## src/rtl/hqw_pkg.sv

```systemverilog
// Shared types for the Huber quality-control weight block.
// No dependencies.
package hqw_pkg;

  // How the final stage picks the weight.
  typedef enum logic [1:0] {
    WSEL_ONE  = 2'd0,
    WSEL_ZERO = 2'd1,
    WSEL_CALC = 2'd2
  } wsel_t;

  // Control that travels with each word down the pipeline.
  typedef struct packed {
    logic  valid;
    wsel_t wsel;
    logic  outlier;
    logic  bad;
  } ctl_t;

  localparam logic [1:0] CFG_ENABLE = 2'd0;
  localparam logic [1:0] CFG_CLEFT  = 2'd1;
  localparam logic [1:0] CFG_CRIGHT = 2'd2;

endpackage

```

## src/rtl/hqw_cell.sv

```systemverilog
// One cell of the root search chain: decides one bit of the weight root.
// Depends on hqw_pkg.
module hqw_cell import hqw_pkg::*; #(
  parameter int DATA_WIDTH = 32,
  parameter int FRAC_BITS  = 16,
  parameter int BIT        = 16
) (
  input  logic                                clk,
  input  logic                                rst_n,
  input  logic                                en,
  input  ctl_t                                ctl_i,
  input  logic signed [DATA_WIDTH-1:0]        d_i,
  input  logic [2*DATA_WIDTH-1:0]             a2_i,
  input  logic [2*DATA_WIDTH+2*FRAC_BITS-1:0] e_i,
  input  logic [2*DATA_WIDTH+2*FRAC_BITS-1:0] q_i,
  input  logic [FRAC_BITS:0]                  k_i,
  output ctl_t                                ctl_o,
  output logic signed [DATA_WIDTH-1:0]        d_o,
  output logic [2*DATA_WIDTH-1:0]             a2_o,
  output logic [2*DATA_WIDTH+2*FRAC_BITS-1:0] e_o,
  output logic [2*DATA_WIDTH+2*FRAC_BITS-1:0] q_o,
  output logic [FRAC_BITS:0]                  k_o
);
  localparam int W  = 2*DATA_WIDTH + 2*FRAC_BITS;
  localparam int WX = W + 3;

  // residual e = R - (k*a)^2, q = k*a^2; adding 2^b grows (ka)^2 by (2q + a^2*2^b)*2^b
  logic [WX-1:0] step, trial;
  logic          skip, take;
  ctl_t          ctl_r;
  logic signed [DATA_WIDTH-1:0] d_r;
  logic [2*DATA_WIDTH-1:0] a2_r;
  logic [W-1:0]  e_r, q_r;
  logic [FRAC_BITS:0] k_r;

  always_comb begin
    step  = WX'(a2_i) << BIT;
    trial = ((WX'(q_i) << 1) + step) << BIT;
    skip  = (BIT != FRAC_BITS) && k_i[FRAC_BITS];
    take  = !skip && (trial <= WX'(e_i));
  end

  always_ff @(posedge clk) begin
    if (!rst_n) begin
      ctl_r.valid <= 1'b0;
    end else if (en) begin
      ctl_r.valid <= ctl_i.valid;
    end
    if (en) begin
      ctl_r.wsel    <= ctl_i.wsel;
      ctl_r.outlier <= ctl_i.outlier;
      ctl_r.bad     <= ctl_i.bad;
      d_r  <= d_i;
      a2_r <= a2_i;
      e_r  <= take ? W'(WX'(e_i) - trial) : e_i;
      q_r  <= take ? W'(WX'(q_i) + step) : q_i;
      k_r  <= take ? (k_i | ((FRAC_BITS+1)'(1) << BIT)) : k_i;
    end
  end

  assign ctl_o = ctl_r;
  assign d_o   = d_r;
  assign a2_o  = a2_r;
  assign e_o   = e_r;
  assign q_o   = q_r;
  assign k_o   = k_r;
endmodule

```

## config.mk

```make
export PLATFORM = sky130hd
export DESIGN_NAME = hqw_cell
export DESIGN_NICKNAME = d
export VERILOG_FILES = /design/src/rtl/hqw_pkg.sv /design/src/rtl/hqw_cell.sv
export SDC_FILE = /design/constraint.sdc
export NUM_CORES = 1
export LEC_CHECK = 0
export ABC_AREA = 1
export BUFFER_PORTS_ARGS = -buffer_cell sky130_fd_sc_hd__buf_2
export CORE_ASPECT_RATIO = 0.8
export CORE_UTILIZATION = 40
export CTS_CLUSTER_DIAMETER = 60
export DETAILED_ROUTE_END_ITERATION = 8
export GPL_TIMING_DRIVEN = 0
export HOLD_SLACK_MARGIN = 0.15
export PLACE_DENSITY_LB_ADDON = 0.12
export SLEW_MARGIN = 10
export SYNTH_ARGS = -nofsm -noshare
export SYNTH_HDL_FRONTEND = slang
export SYNTH_SLANG_ARGS = --single-unit
```

## constraint.sdc

```tcl
create_clock -name clk -period 12 [get_ports clk]
set_input_delay 2.4 -clock clk [delete_from_list [all_inputs] [get_ports clk]]
set_output_delay 2.4 -clock clk [all_outputs]
set_load 0.01 [all_outputs]
```

==> results.sh <==
export IMPL_status="finished clean"
export IMPL_hp_class="flop to flop"
export IMPL_tns_ns=0
export IMPL_worstSetupStartpointType="input pin"
export IMPL_die_w_um=305
export IMPL_drive_gt1_frac=0.154
export IMPL_crit_top_cell="nand2_1"
export IMPL_drv_slew=0
export IMPL_syn_nets=4734
export IMPL_ir_worst_vdd_mv=0.0910
export IMPL_clock_path_buffers=3
export IMPL_htreeDepth=2
export IMPL_crit_fanout=10
export IMPL_wl_per_cell_um=22.3
export IMPL_crit_type="input pin to flop"
export IMPL_hpwl_um=111000
export IMPL_initial_utilization=0.406
export IMPL_max_slew_margin=0.176
export IMPL_final_cell_mix="nand2_1, buf_2, inv_1, nor2_1, a21oi_1"
export IMPL_io_buffers=621
export IMPL_max_cap_viol_count=0
export IMPL_drtAntennaViolNets=0
export IMPL_max_slew_worst_pin_slew_ns=1.22
export IMPL_core_area_mm2=0.0724
export IMPL_grt_antenna_before_repair=18
export IMPL_syn_to_final_growth_pct=18.3
export IMPL_die_y_um=245
export IMPL_overflow=0
export IMPL_place_ws_ns=3.34
export IMPL_yosys_warnings=0
export IMPL_p_leak_nw=16.5
export IMPL_vias=31100
export IMPL_async_reset_ff_frac=0
export IMPL_avgSynthCellArea_um2=7.12
export IMPL_post_cts_buffers=0
export IMPL_postCtsResizedCells=0
export IMPL_power_density_mw_per_mm2=125
export IMPL_drt_iter0_markers=3218
export IMPL_clock_latency_ns=0.55
export IMPL_hold_ws_ns=0.555
export IMPL_worstPathArrival_ns=8.67
export IMPL_syn_area_mm2=0.0294
export IMPL_nNetsFinal=5393
export IMPL_cts_sinks=310
export IMPL_hold_buffers=0
export IMPL_total_power_mw=4.34
export IMPL_max_freq_mhz=120
export IMPL_cts_tree="yes"
export IMPL_drtPass1Iterations=6
export IMPL_num_rows=88
export IMPL_grt_max_degree=116
export IMPL_cpPeakStageDelay_ns=0.47
export IMPL_synth_seq_cells=310
export IMPL_gp_congestion=1.00
export IMPL_finalCriticalPeriod_ns=8.31
export IMPL_end_kind="flop"
export IMPL_clk_pin_slew_ns=0.06
export IMPL_grt_pass1_wl_um=182000
export IMPL_dieArea_mm2=0.0746
export IMPL_n_fill_cell=7729
export IMPL_hold_viol=0
export IMPL_fin_util=0.481
export IMPL_synthCells=4134
export IMPL_num_io_pins=623
export IMPL_clockRootBuffer="clkbuf_16"
export IMPL_globalRouteTotalUtil=0.330
export IMPL_synth_enable_flop_cells=309
export IMPL_vias_per_cell=5.40
export IMPL_cp_slowest_cell="o21ai_0"
export IMPL_clock_skew_ns=0
export IMPL_final_setup_viol_count=0
export IMPL_drt_wl_total_um=128000
export IMPL_grt_pass1_vias=27800
export IMPL_fin_ws_ns=3.69
export IMPL_cts_buffers=34
export IMPL_layout_commonest_cell="nand2_1"
export IMPL_drc=0
export IMPL_cp_data_required_time_ns=12.35
export IMPL_grt_setup_unrepaired="no"
export IMPL_fin_crit_sh=0.693
export IMPL_seq_area_frac_synth=0.316
export IMPL_synth_cell_types=50
export IMPL_synth_ff_type="edfxtp_1"
==> area by class of cell <==
cell class	count	area [um2]	share of cell area
timing repair buffer	623	3170	0.0911
clock buffer	40	895	0.0257
buffer	54	303	0.00870
antenna	3	7.51	0.000216
tap	945	1180	0.0340
sequential	310	9300	0.267
clock inverter	20	136	0.00392
multi-input combinational	3117	17400	0.499
inverter	653	2450	0.0704
==> power by group <==
part	leakage [nW]	internal, mW	switching, mW
clock	0.501	0.557	0.449
combinational	12.9	0.614	1.38
sequential	3.03	1.32	0.0249
==> cells in the mapped netlist (5+ instances only) <==
master     number  area share
o21bai_1       36      0.0092
nor3_1         50      0.0085
edfxtp_1      309        0.32
and3_1          9      0.0019
buf_4          12      0.0031
nand3b_1        6      0.0015
buf_2          31      0.0053
a21o_1         33      0.0084
o211ai_1        8      0.0020
nand3_1       255       0.043
nand4_1        23      0.0049
buf_1           5     0.00064
ha_1          284        0.12
nor2_1        480       0.061
o21ai_0       253       0.043
o21ai_1         6      0.0010
xnor2_1        60       0.018
a221oi_1        5      0.0015
nor2_2          5      0.0011
xor2_1        146       0.043
nand2_1       937        0.12
a21boi_0       24      0.0061
nor4_1         19      0.0040
inv_2           7     0.00089
o2111ai_1       8      0.0024
a21oi_1       375       0.064
o21a_1         25      0.0064
inv_1         645       0.082
a31oi_1        39      0.0083
==> through the flow <==
stage,area (um2),instances
floorplan,29400,4134
global placement,33700,5700
detailed placement,33800,5702
CTS,34800,5762
global route,34800,5764
finish,34800,5765
==> critical path, delay by kind of cell <==
kind | cells | cell delay, ns
buffers and inverters | 5 | 0.81
adders and majority gates | 2 | 0.76
AOI/OAI and AO/OA | 4 | 1.09
and+or+nand+nor | 19 | 3.57
==> kinds of logic after synthesis <==
logic type      after synthesis  share of synthesized area
compound gates              830                      0.157
xor+xnor                    206                     0.0613
fa+ha+maj                   287                      0.123
buf+inv                     707                     0.0936
flops                       310                      0.316
simple gates               1794                      0.249
==> layer usage <==
layer	GRT usage	part of all wire	up-vias
met1	0.499	0.47	14500
li1	-	-	15000
met3	0.0792	0.10	124
met4	0.0600	0.018	12
met5	0	0.00061	-
met2	0.472	0.41	1431
==> worst paths after layout <==
| path | from | end | slack, ns | cells past startpoint |
|---|---|---|---|---|
| hold / removal | ctl_o[4] | ctl_o[4] | 0.55 | 2 |
| setup reg to reg | ctl_o[4] | ctl_o[4] | 11.33 | 2 |
| setup / recovery | q_i[17] | e_o[64] | 3.69 | 30 |
| hold reg to reg | ctl_o[4] | ctl_o[4] | 0.55 | 2 |
==> registers in the layout, indices dropped and copies added, names as in the netlist <==
name   count
e_o       96
q_o       96
a2_o      64
d_o       32
k_o       17
ctl_o      5
(Power assumes the default switching activity.)
