**src/rtl/hqw_pkg.sv**
```systemverilog
// Shared types for the Huber quality-control weight block.
// No dependencies.
package hqw_pkg;

  // How the final stage picks the weight.
  typedef enum logic [1:0] {
    WSEL_ONE  = 2'd0,
    WSEL_ZERO = 2'd1,
    WSEL_CALC = 2'd2
  } wsel_t;

  // Control that travels with each word down the pipeline.
  typedef struct packed {
    logic  valid;
    wsel_t wsel;
    logic  outlier;
    logic  bad;
  } ctl_t;

  localparam logic [1:0] CFG_ENABLE = 2'd0;
  localparam logic [1:0] CFG_CLEFT  = 2'd1;
  localparam logic [1:0] CFG_CRIGHT = 2'd2;

endpackage

```
**src/rtl/hqw_final.sv**
```systemverilog
// Last stage: pick the weight, scale the departure, hold the result word.
// Depends on hqw_pkg.
module hqw_final import hqw_pkg::*; #(
  parameter int DATA_WIDTH = 32,
  parameter int FRAC_BITS  = 16
) (
  input  logic                         clk,
  input  logic                         rst_n,
  input  logic                         en,
  input  ctl_t                         ctl_i,
  input  logic signed [DATA_WIDTH-1:0] d_i,
  input  logic [FRAC_BITS:0]           k_i,
  output logic                         valid_o,
  output logic [FRAC_BITS:0]           weight_o,
  output logic signed [DATA_WIDTH-1:0] wdep_o,
  output logic                         outlier_o,
  output logic                         bad_o
);
  localparam int D = DATA_WIDTH;
  localparam int F = FRAC_BITS;

  logic [F:0]     w;
  logic [D-1:0]   mag;
  logic [D+F:0]   prod;
  logic           valid_r, outlier_r, bad_r;
  logic [F:0]     weight_r;
  logic [D-1:0]   wdep_r;

  always_comb begin
    unique case (ctl_i.wsel)
      WSEL_ONE:  w = (F+1)'(1) << F;
      WSEL_ZERO: w = '0;
      WSEL_CALC: w = k_i;
      default:   w = '0;
    endcase
    mag  = d_i[D-1] ? D'(-d_i) : D'(d_i);
    prod = (D+F+1)'(mag[D-1:F]) * (D+F+1)'(w) +
           (((D+F+1)'(mag[F-1:0]) * (D+F+1)'(w)) >> F);
  end

  always_ff @(posedge clk) begin
    if (!rst_n) begin
      valid_r <= 1'b0;
    end else if (en) begin
      valid_r <= ctl_i.valid;
    end
  end

  always_ff @(posedge clk) begin
    if (en) begin
      weight_r  <= w;
      wdep_r    <= d_i[D-1] ? D'(-prod) : D'(prod);
      outlier_r <= ctl_i.outlier;
      bad_r     <= ctl_i.bad;
    end
  end

  assign valid_o   = valid_r;
  assign weight_o  = weight_r;
  assign wdep_o    = wdep_r;
  assign outlier_o = outlier_r;
  assign bad_o     = bad_r;
endmodule

```
**config.mk**
```make
export PLATFORM = sky130hd
export DESIGN_NAME = hqw_final
export DESIGN_NICKNAME = d
export VERILOG_FILES = /design/src/rtl/hqw_pkg.sv /design/src/rtl/hqw_final.sv
export SDC_FILE = /design/constraint.sdc
export NUM_CORES = 1
export LEC_CHECK = 0
export ABC_AREA = 1
export BUFFER_PORTS_ARGS = -buffer_cell sky130_fd_sc_hd__buf_2
export CAP_MARGIN = 15
export CORE_ASPECT_RATIO = 1.5
export CORE_MARGIN = 2
export CORE_UTILIZATION = 38
export CTS_CLUSTER_DIAMETER = 80
export CTS_CLUSTER_SIZE = 28
export DETAILED_ROUTE_END_ITERATION = 10
export GPL_ROUTABILITY_DRIVEN = 0
export SLEW_MARGIN = 30
export SYNTH_ARGS = -nofsm -noshare
export SYNTH_HDL_FRONTEND = slang
export SYNTH_SLANG_ARGS = --single-unit
```
**constraint.sdc**
```tcl
create_clock -name clk -period 24 [get_ports clk]
set_clock_uncertainty 0.15 [all_clocks]
set_input_delay 4.8 -clock clk [delete_from_list [all_inputs] [get_ports clk]]
set_output_delay 4.8 -clock clk [all_outputs]
set_load 0.03 [all_outputs]
```
==> reports/qor.yml, run 1 <==
slew_headroom_pct: 31.56
antenna_found_initial: 0
grt_pass1_vias: 20763
setup_ws_ps: 7209
yosysTopAreaCellShare_pct: 38.45
routedWlPerCell_um: 18.48
die_h_um: 301.6
antenna_left: 0
finalNetCount: 3775
ys_top_cells_by_area: "fa_1 38%, nand2_1 13%, inv_1 13%"
max_freq_mhz: 59.55
path_clk_slew_ps: 90
vias_per_cell: 5.047
hold_start: "valid_o"
start_kind: "input pin"
area.sequential_um2: 1551
grt_pass1_wl_mm: 112.8
slowest_delay_ps: 560
cts-buffers-inserted: 5
dieArea_um2: 61060
die_w_um: 202.4
syn_to_final_growth_pct: 6.919
sw_frac_of_total_pct: 60.09
setup.worst_path.class: "input pin to flop"
synth_nets: 3713
hpwlAfterDp_mm: 59.14
yosysSeqAreaShare_pct: 6.913
irDropWorstVdd_v: 0.00007928
ys.flop_type: "edfxtp_1"
clkSinkCount: 52
powerDensity_nw_per_um2: 71.14
vias: 19472
syn_inst: 3018
pwr-share-clk_pct: 5.3
antenna_cells: 0
synth_seq_cells: 52
cts_root_buffer: "clkbuf_16"
tns_ps: 0
post_cts_resize_count: 0
reg2reg_from: "valid_o"
tightest_slew_ps: 1020
fin_util_pct: 40.92
ys_warn_count: 0
pwr-share-seq_pct: 9.7
clkLatencyLatePin_ps: 330
slowest_stage: "fa_1"
p_leak_nw: 12.42
fillers: 6248
cp.arrival_ps: 16710
port_buffers: 108
track_usage_pct: 24.12
drt_wl_total_mm: 71.31
cts_buffer_depth: 2
switchingPower_w: 0.001026
setup_violations: 0
cts_tree: "built"
ioPinCount: 109
holdPathStages: 2
total_power_w: 0.001707
hold_ws_ps: 402.4
maxCapViolCount: 0
multi_input_area_um2: 17680
grt_overflow: 0
r2r_end: "valid_o"
final_max_slew_viol_count: 0
end_kind: "flop"
synth-edff-count: 51
pre_cts_slack_ps: 7050
post-route-min-period_ps: 16790
cts_setup_buffers: 0
cp_data_required_time_ps: 23920
status: "finished clean"
power_frac_comb_pct: 85.0
htreeDepth: 2
syn_area_per_cell_um2: 7.436
hold_class: "flop to flop"
synth.cell_area_um2: 22440
rows: 109
ctsHoldBuffers: 0
fin_crit_sh_pct: 69.96
hold_violations: 0
grt_start_max_net_pins: 55
start_util_pct: 38.27
drive_above_1_share_pct: 6.134
firstDrtPassIters: 5
synth_top_cell_by_area: "fa_1"
holdPathEnd: "valid_o"
route.detailed.drc: 0
worst-path-max-fanout: 11
intPower_w: 0.0006812
cpMostUsedCell: "nand2_1"
drtIter0Drc: 1018
yosysUniqueCellTypes: 45
async_flop_share_pct: 0
r2r_slack_ps: 23190
r2r_cells: 2
rsz0062_at_grt: "false"
core-area_um2: 58640
layer usage:
metal,up-vias,wire length [um],track usage (%)
met5,-,0,0
met4,0,5384,15.73
met3,266,3318,2.626
met2,656,38170,45.58
met1,9581,24440,25.13
li1,8969,-,-
Yosys cell counts (2+ instances only):
cell type and number:
inv_1 752, xor2_1 23, nor3_4 3, buf_2 6, nand4_1 24, edfxtp_1 51, a31oi_1 10, clkinv_1 13
a21boi_0 3, buf_1 3, o21bai_1 3, xor2_2 3, o21ai_1 4, nand2_1 801, nand3_1 85, buf_4 3
clkbuf_1 65, and3_1 2, nor2_1 323, ha_1 207, buf_6 2, xnor2_1 20, nor3_2 2, or2_2 12
fa_1 431, o221ai_1 2, nand3b_1 12, nor4_1 10, nor2_2 8, a21o_1 5, nand3_2 4, o21a_1 7
a21oi_1 55, o21ai_0 31, nand2_2 6, inv_2 2, nor3_1 17
how the worst max path moves through the flow:
stage          cells past startpoint  slack, ps     start    endpoint
6_report                          54       7210    d_i[0]  wdep_o[25]
5_1_grt                           55       6460    d_i[0]  wdep_o[25]
4_1_cts                           54       7340    d_i[0]  wdep_o[25]
3_5_place_dp                      52       7050    d_i[0]  wdep_o[31]
3_3_place_gp                      50       6940  ctl_i[2]  wdep_o[25]
2_1_floorplan                     54       9230    d_i[0]  wdep_o[25]
flip-flops by register name, summed over array words and instances, names as in the netlist:
| register | flops |
|---|---|
| bad_o | 1 |
| outlier_o | 1 |
| valid_o | 1 |
| wdep_o | 32 |
| weight_o | 17 |
final cells by class:
cell class	count	share of cell area [%]
Clock buffer	5	0.5215
Clock inverter	3	0.1773
Multi-Input combinational cell	2119	73.70
Tap cell	777	4.052
Inverter	768	12.02
Timing Repair Buffer	134	3.066
Sequential cell	52	6.466
cells in the final DEF, fill, tap and decap left out, types with 20 or more instances in the layout:
| master | synthesis | final |
|---|---|---|
| fa_1 | 431 | 431 |
| buf_4 | 3 | 26 |
| o21ai_0 | 31 | 31 |
| nand3_1 | 85 | 85 |
| nand4_1 | 24 | 24 |
| a21oi_1 | 55 | 55 |
| xor2_1 | 23 | 23 |
| edfxtp_1 | 51 | 51 |
| buf_2 | 6 | 108 |
| nand2_1 | 801 | 800 |
| inv_1 | 752 | 750 |
| xnor2_1 | 20 | 20 |
| nor2_1 | 323 | 321 |
| ha_1 | 207 | 207 |
power groups by stage:
stage | Combinational [W] | Clock [W] | Sequential (W)
2_1_floorplan | 0.000983 | 0 | 0.000224
3_3_place_gp | 0.00145 | 0 | 0.000169
3_5_place_dp | 0.00144 | 0 | 0.000167
4_1_cts | 0.00146 | 0.0000934 | 0.000167
5_1_grt | 0.00164 | 0.0000952 | 0.000168
6_report | 0.00145 | 0.0000909 | 0.000166
stage by stage:
| step | area (um2) | instances |
|---|---|---|
| 4_1_cts | 23990 | 3858 |
| 3_3_place_gp | 23830 | 3850 |
| 2_1_floorplan | 22440 | 3018 |
| 6_report | 23990 | 3858 |
| 3_5_place_dp | 23830 | 3850 |
| 5_1_grt | 23990 | 3858 |
worst max-delay path, delay by kind of cell:
kind                     cells  cell delay [ps]
buffers and inverters       11             1380
AO/OA/AOI/OAI                4              750
AND/OR/NAND/NOR             26             3700
adder cells (fa/ha/maj)     13             6050
logic make-up after synthesis:
kind of cell,Yosys count,synth area share (%)
AO/OA/AOI/OAI,124,3.106
XOR/XNOR,46,1.896
adder cells (fa/ha/maj),638,49.99
buffers and inverters,847,14.32
flip-flops,52,6.913
AND/OR/NAND/NOR,1311,23.77
Power figures use the tool's default switching activity.
==> inputs of run 2 (changes only) <==
==> constraint.sdc (replaced) <==
create_clock -name clk -period 14.95 [get_ports clk]
set_clock_uncertainty 0.15 [all_clocks]
set_input_delay 2.99 -clock clk [delete_from_list [all_inputs] [get_ports clk]]
set_output_delay 2.99 -clock clk [all_outputs]
set_load 0.03 [all_outputs]
==> reports/qor.yml, run 2 (same netlist as run 1, synthesis figures left out) <==
drt_wl_total_mm: 71.29  # about the same
maxCapViolCount: 0  # unchanged
switchingPower_w: 0.001640  # +60%
final_max_slew_viol_count: 0  # unchanged
path_clk_slew_ps: 80  # about the same
start_kind: "input pin"
largest_register_ffs: 32  # unchanged
route.detailed.drc: 0  # unchanged
r2r_slack_ps: 14140  # -9050 ps
firstDrtPassIters: 5  # unchanged
intPower_w: 0.001104  # +62%
start_util_pct: 38.27  # unchanged
pwr-share-clk_pct: 4.7  # -0.6 points
met1Wirelength_mm: 24.90  # +1.9%
met3WireLength_mm: 3.034  # -8.6%
top_layer_used: "met4"
clkLatencyLatePin_ps: 330  # about the same
end_kind: "flop"
holdPathEnd: "valid_o"
rows: 109  # unchanged
cpMostUsedCell: "nand2_1"
drive_above_1_share_pct: 7.609  # +1.5 points
reg2reg_from: "valid_o"
irDropWorstVdd_v: 0.0001474  # +86%
fin_crit_sh_pct: 95.33
ioPinCount: 109  # unchanged
hpwlAfterDp_mm: 61.05  # +3.2%
holdPathStages: 2  # unchanged
max_freq_mhz: 70.16
hold_violations: 0  # unchanged
wl_met2_mm: 37.93  # -0.61%
cts_buffer_depth: 2  # unchanged
dp_cells: 3892  # +1.1%
clkSinkCount: 52  # unchanged
final_common_cell: "nand2_1"
vias_per_cell: 5.005  # -0.84%
slowest_stage: "fa_1"
setup_violations: 0  # unchanged
slowest_delay_ps: 590  # +30 ps
cts-buffers-inserted: 5  # unchanged
r2r_cells: 2  # unchanged
grt_overflow: 0  # unchanged
antenna_cells: 0  # unchanged
slew_headroom_pct: 40.10  # +8.5 points
post-route-min-period_ps: 14250
pwr-share-seq_pct: 9.7  # about the same
placed_area_um2: 24140  # +1.3%
ctsHoldBuffers: 0  # unchanged
dieArea_um2: 61060  # unchanged
routedWlPerCell_um: 18.26  # -1.2%
sw_frac_of_total_pct: 59.76  # -0.32 points
final_area_um2: 24360  # +1.5%
grt_pass1_wl_mm: 111.4  # -1.3%
worst-path-max-fanout: 11  # unchanged
cp_data_required_time_ps: 14870  # -9050 ps
cts_tree: "built"
grt_pass1_vias: 20586  # -0.85%
drtIter0Drc: 1025  # +0.69%
setup.worst_path.class: "input pin to flop"
grt_start_max_net_pins: 54  # -1.8%
layout_common_cells: "799 x nand2_1, 752 x inv_1, 431 x fa_1, 320 x nor2_1, 207 x ha_1"
antenna_found_initial: 0  # unchanged
r2r_end: "valid_o"
hold_start: "valid_o"
finalNetCount: 3822  # +1.2%
instances_no_fill: 3905  # +1.2%
cts_root_buffer: "clkbuf_16"
core-area_um2: 58640  # unchanged
vias: 19544  # +0.37%
track_usage_pct: 23.85  # -0.28 points
die_h_um: 301.6  # unchanged
status: "finished clean"
port_buffers: 108  # unchanged
hold_class: "flop to flop"
die_w_um: 202.4  # unchanged
p_leak_nw: 12.64  # +1.8%
cp.arrival_ps: 14180  # -2530 ps
rsz0062_at_grt: "false"
htreeDepth: 2  # unchanged
tns_ps: 0  # unchanged
power_frac_comb_pct: 85.7  # +0.7 points
powerDensity_nw_per_um2: 112.6  # +58%
antenna_left: 0  # unchanged
tightest_slew_ps: 897.7  # -122.6 ps
syn_to_final_growth_pct: 8.564
-- run 2: metrics by stage --
stage | hold WS, ps | total power (W) | setup slack [ps] | util (%)
floorplan | 505.0 | 0.001937 | 1995 | -
global placement | 390.3 | 0.002622 | 299.3 | 41.16
detailed placement | 397.4 | 0.002615 | 161.6 | 41.16
CTS | 412.7 | 0.002777 | 461.5 | 41.41
global route | 462.6 | 0.003084 | 20.87 | 41.54
finish | 399.5 | 0.002743 | 697.6 | 41.54
-- run 2: critical path, delay by kind of cell --
family / cells / cell delay (ps)
fa+ha+maj: 13 / 5640
buf+inv: 10 / 1200
compound gates: 5 / 1020
simple gates: 23 / 3320
-- run 2: how the worst max path moves through the flow --
stage | from | to | slack, ps
detailed placement | d_i[0] | wdep_o[25] | 160
floorplan | d_i[0] | wdep_o[25] | 1990
global route | d_i[0] | wdep_o[25] | 20
CTS | d_i[0] | wdep_o[25] | 460
global placement | d_i[0] | wdep_o[25] | 300
finish | d_i[0] | wdep_o[25] | 700
-- run 2: routing by layer --
metal,track usage [%],vias up
li1,-,9069
met1,25.23,9556
met2,44.54,659
met3,2.280,260
met4,16.20,0
met5,0,-
-- run 2: power groups by stage --
stage | sequential, W | clock (W) | combinational [W]
2_1_floorplan | 0.000360 | 0 | 0.00158
3_3_place_gp | 0.000271 | 0 | 0.00235
3_5_place_dp | 0.000268 | 0 | 0.00235
4_1_cts | 0.000267 | 0.000132 | 0.00238
5_1_grt | 0.000270 | 0.000135 | 0.00268
6_report | 0.000265 | 0.000128 | 0.00235
-- run 2: cell type report --
cell class | instances | area, um2
multi-input cells | 2119 | 17700
fillers | 6183 | 34280
clock inverters | 2 | 16.27
repair buffers | 181 | 1101
inverters | 768 | 2889
clock buffers | 6 | 128.9
well taps | 777 | 972.2
flip-flops and latches | 52 | 1551
-- run 2: repair_timing --
item,CTS,global route
resized for setup,0,6
setup endpoints to repair,0,13
setup buffers,0,5
==> inputs of run 3 (changes only) <==
--- a/config.mk
+++ b/config.mk
@@ -10,11 +10,12 @@
 export CAP_MARGIN = 15
 export CORE_ASPECT_RATIO = 1.5
 export CORE_MARGIN = 2
-export CORE_UTILIZATION = 38
+export CORE_UTILIZATION = 41
 export CTS_CLUSTER_DIAMETER = 80
 export CTS_CLUSTER_SIZE = 28
 export DETAILED_ROUTE_END_ITERATION = 10
 export GPL_ROUTABILITY_DRIVEN = 0
+export SKIP_LAST_GASP = 1
 export SLEW_MARGIN = 30
 export SYNTH_ARGS = -nofsm -noshare
 export SYNTH_HDL_FRONTEND = slang
==> reports/qor.yml, run 3 (same netlist as run 1, synthesis figures left out) <==
antenna_found_initial: 0  # unchanged
start_util_pct: 41.26  # +3.0 points
final_max_slew_viol_count: 0  # unchanged
die_h_um: 290.5  # -3.7%
slowest_delay_ps: 560  # -30 ps
cts_buffer_depth: 2  # unchanged
irDropWorstVdd_v: 0.0001713  # +16%
cp.arrival_ps: 14030  # -150 ps
sw_frac_of_total_pct: 59.60  # -0.16 points
switchingPower_w: 0.001640  # about the same
setup_violations: 0  # unchanged
syn_to_final_growth_pct: 8.034
grt_pass1_vias: 21130  # +2.6%
track_usage_pct: 26.51  # +2.7 points
p_leak_nw: 12.64  # about the same
worst-path-max-fanout: 9  # -2
clkLatencyLatePin_ps: 330  # about the same
rows: 105  # -3.7%
area.sequential_um2: 1551  # unchanged
pre_cts_slack_ps: 402.7  # +241.1 ps
cts-buffers-inserted: 5  # unchanged
cts_root_buffer: "clkbuf_16"
antenna_left: 0  # unchanged
placed_area_um2: 24070  # -0.27%
powerDensity_nw_per_um2: 113.5  # +0.79%
firstDrtPassIters: 5  # unchanged
dieArea_um2: 56660  # -7.2%
dp_cells: 3815  # -2.0%
status: "finished clean"
slowest_stage: "fa_1"
max_freq_mhz: 70.87  # +1.0%
start_kind: "input pin"
cts_tree: "built"
pwr-share-seq_pct: 9.8  # about the same
drive_above_1_share_pct: 7.513  # -0.096 points
port_buffers: 108  # unchanged
fin_crit_sh_pct: 94.38  # -0.95 points
final_common_cell: "nand2_1"
grt_overflow: 0  # unchanged
vias: 19489  # -0.28%
largest_register_ffs: 32  # unchanged
cts_setup_buffers: 0  # unchanged
route.detailed.drc: 0  # unchanged
power_frac_comb_pct: 85.6  # about the same
tightest_slew_ps: 1004  # +105.8 ps
hold_violations: 0  # unchanged
clkSinkCount: 52  # unchanged
cpMostUsedCell: "nand2_1"
intPower_w: 0.001112  # +0.70%
core-area_um2: 54390  # -7.3%
end_kind: "flop"
layout_common_cells: "800 x nand2_1, 752 x inv_1, 431 x fa_1, 321 x nor2_1, 207 x ha_1"
post-route-min-period_ps: 14110  # -142.1 ps
drtIter0Drc: 1020  # -0.49%
grt_pass1_wl_mm: 114.6  # +2.9%
antenna_cells: 0  # unchanged
fillers: 5730  # -7.3%
multi_input_area_um2: 17710  # about the same
pwr-share-clk_pct: 4.6  # about the same
die_w_um: 195.0  # -3.7%
finalNetCount: 3822  # unchanged
drt_wl_total_mm: 72.58  # +1.8%
slew_headroom_pct: 33.02  # -7.1 points
instances_no_fill: 3823  # -2.1%
final_area_um2: 24240  # -0.49%
grt_start_max_net_pins: 54  # unchanged
ioPinCount: 109  # unchanged
setup_ws_ps: 839.7  # +142.1 ps
routedWlPerCell_um: 18.99  # +4.0%
path_clk_slew_ps: 80  # about the same
setup.worst_path.class: "input pin to flop"
hold_class: "flop to flop"
cp_data_required_time_ps: 14870  # about the same
fin_util_pct: 44.58  # +3.0 points
htreeDepth: 2  # unchanged
hpwlAfterDp_mm: 61.90  # +1.4%
vias_per_cell: 5.098  # +1.9%
maxCapViolCount: 0  # unchanged
## run 3: metal layers
layer	global-route usage (%)	routed length, um	vias up
met4	18.84	6202	0
met5	0	0	-
met2	49.01	37810	639
met3	3.249	3689	277
li1	-	-	9058
met1	27.58	24880	9515
## run 3: per-stage QoR
step / hold slack (ps) / TNS, ps / total power, W
floorplan: 505.0 / 0 / 0.001937
global placement: 387.8 / 0 / 0.002631
detailed placement: 387.1 / 0 / 0.002620
CTS: 399.0 / 0 / 0.002786
global route: 416.7 / -9.956 / 0.003085
finish: 397.2 / 0 / 0.002752
## run 3: power groups by stage
| stage | clock, W | sequential [W] | combinational (W) |
|---|---|---|---|
| finish | 0.000127 | 0.000268 | 0.00236 |
| CTS | 0.000133 | 0.000271 | 0.00238 |
| global route | 0.000134 | 0.000273 | 0.00268 |
| global placement | 0 | 0.000275 | 0.00236 |
| detailed placement | 0 | 0.000272 | 0.00235 |
| floorplan | 0 | 0.000360 | 0.00158 |
## run 3: critical path: cells and delay by family
kind / cells / cell delay (ps)
fa+ha+maj: 13 / 5830
simple gates: 31 / 4060
compound gates: 1 / 120
buf+inv: 11 / 1040
## run 3: layout make-up
class / instances / share of cell area, %
inverters: 768 / 11.90
well taps: 695 / 3.587
clock buffers: 6 / 0.5316
multi-input cells: 2119 / 73.03
flip-flops and latches: 52 / 6.399
repair buffers: 181 / 4.490
clock inverters: 2 / 0.06709
## run 3: timing repair
action / in CTS / in global routing
hold endpoints to repair: 0 / 0
hold buffers: 0 / 0
setup endpoints to repair: 0 / 9
gates resized for setup: 0 / 3
## run 3: worst paths after layout
path                start    endpoint  cells past startpoint  slack (ps)
setup / recovery   d_i[0]  wdep_o[25]                     56         840
hold / removal    valid_o     valid_o                      2         400
setup reg to reg  valid_o     valid_o                      2       14140
hold reg to reg   valid_o     valid_o                      2         400
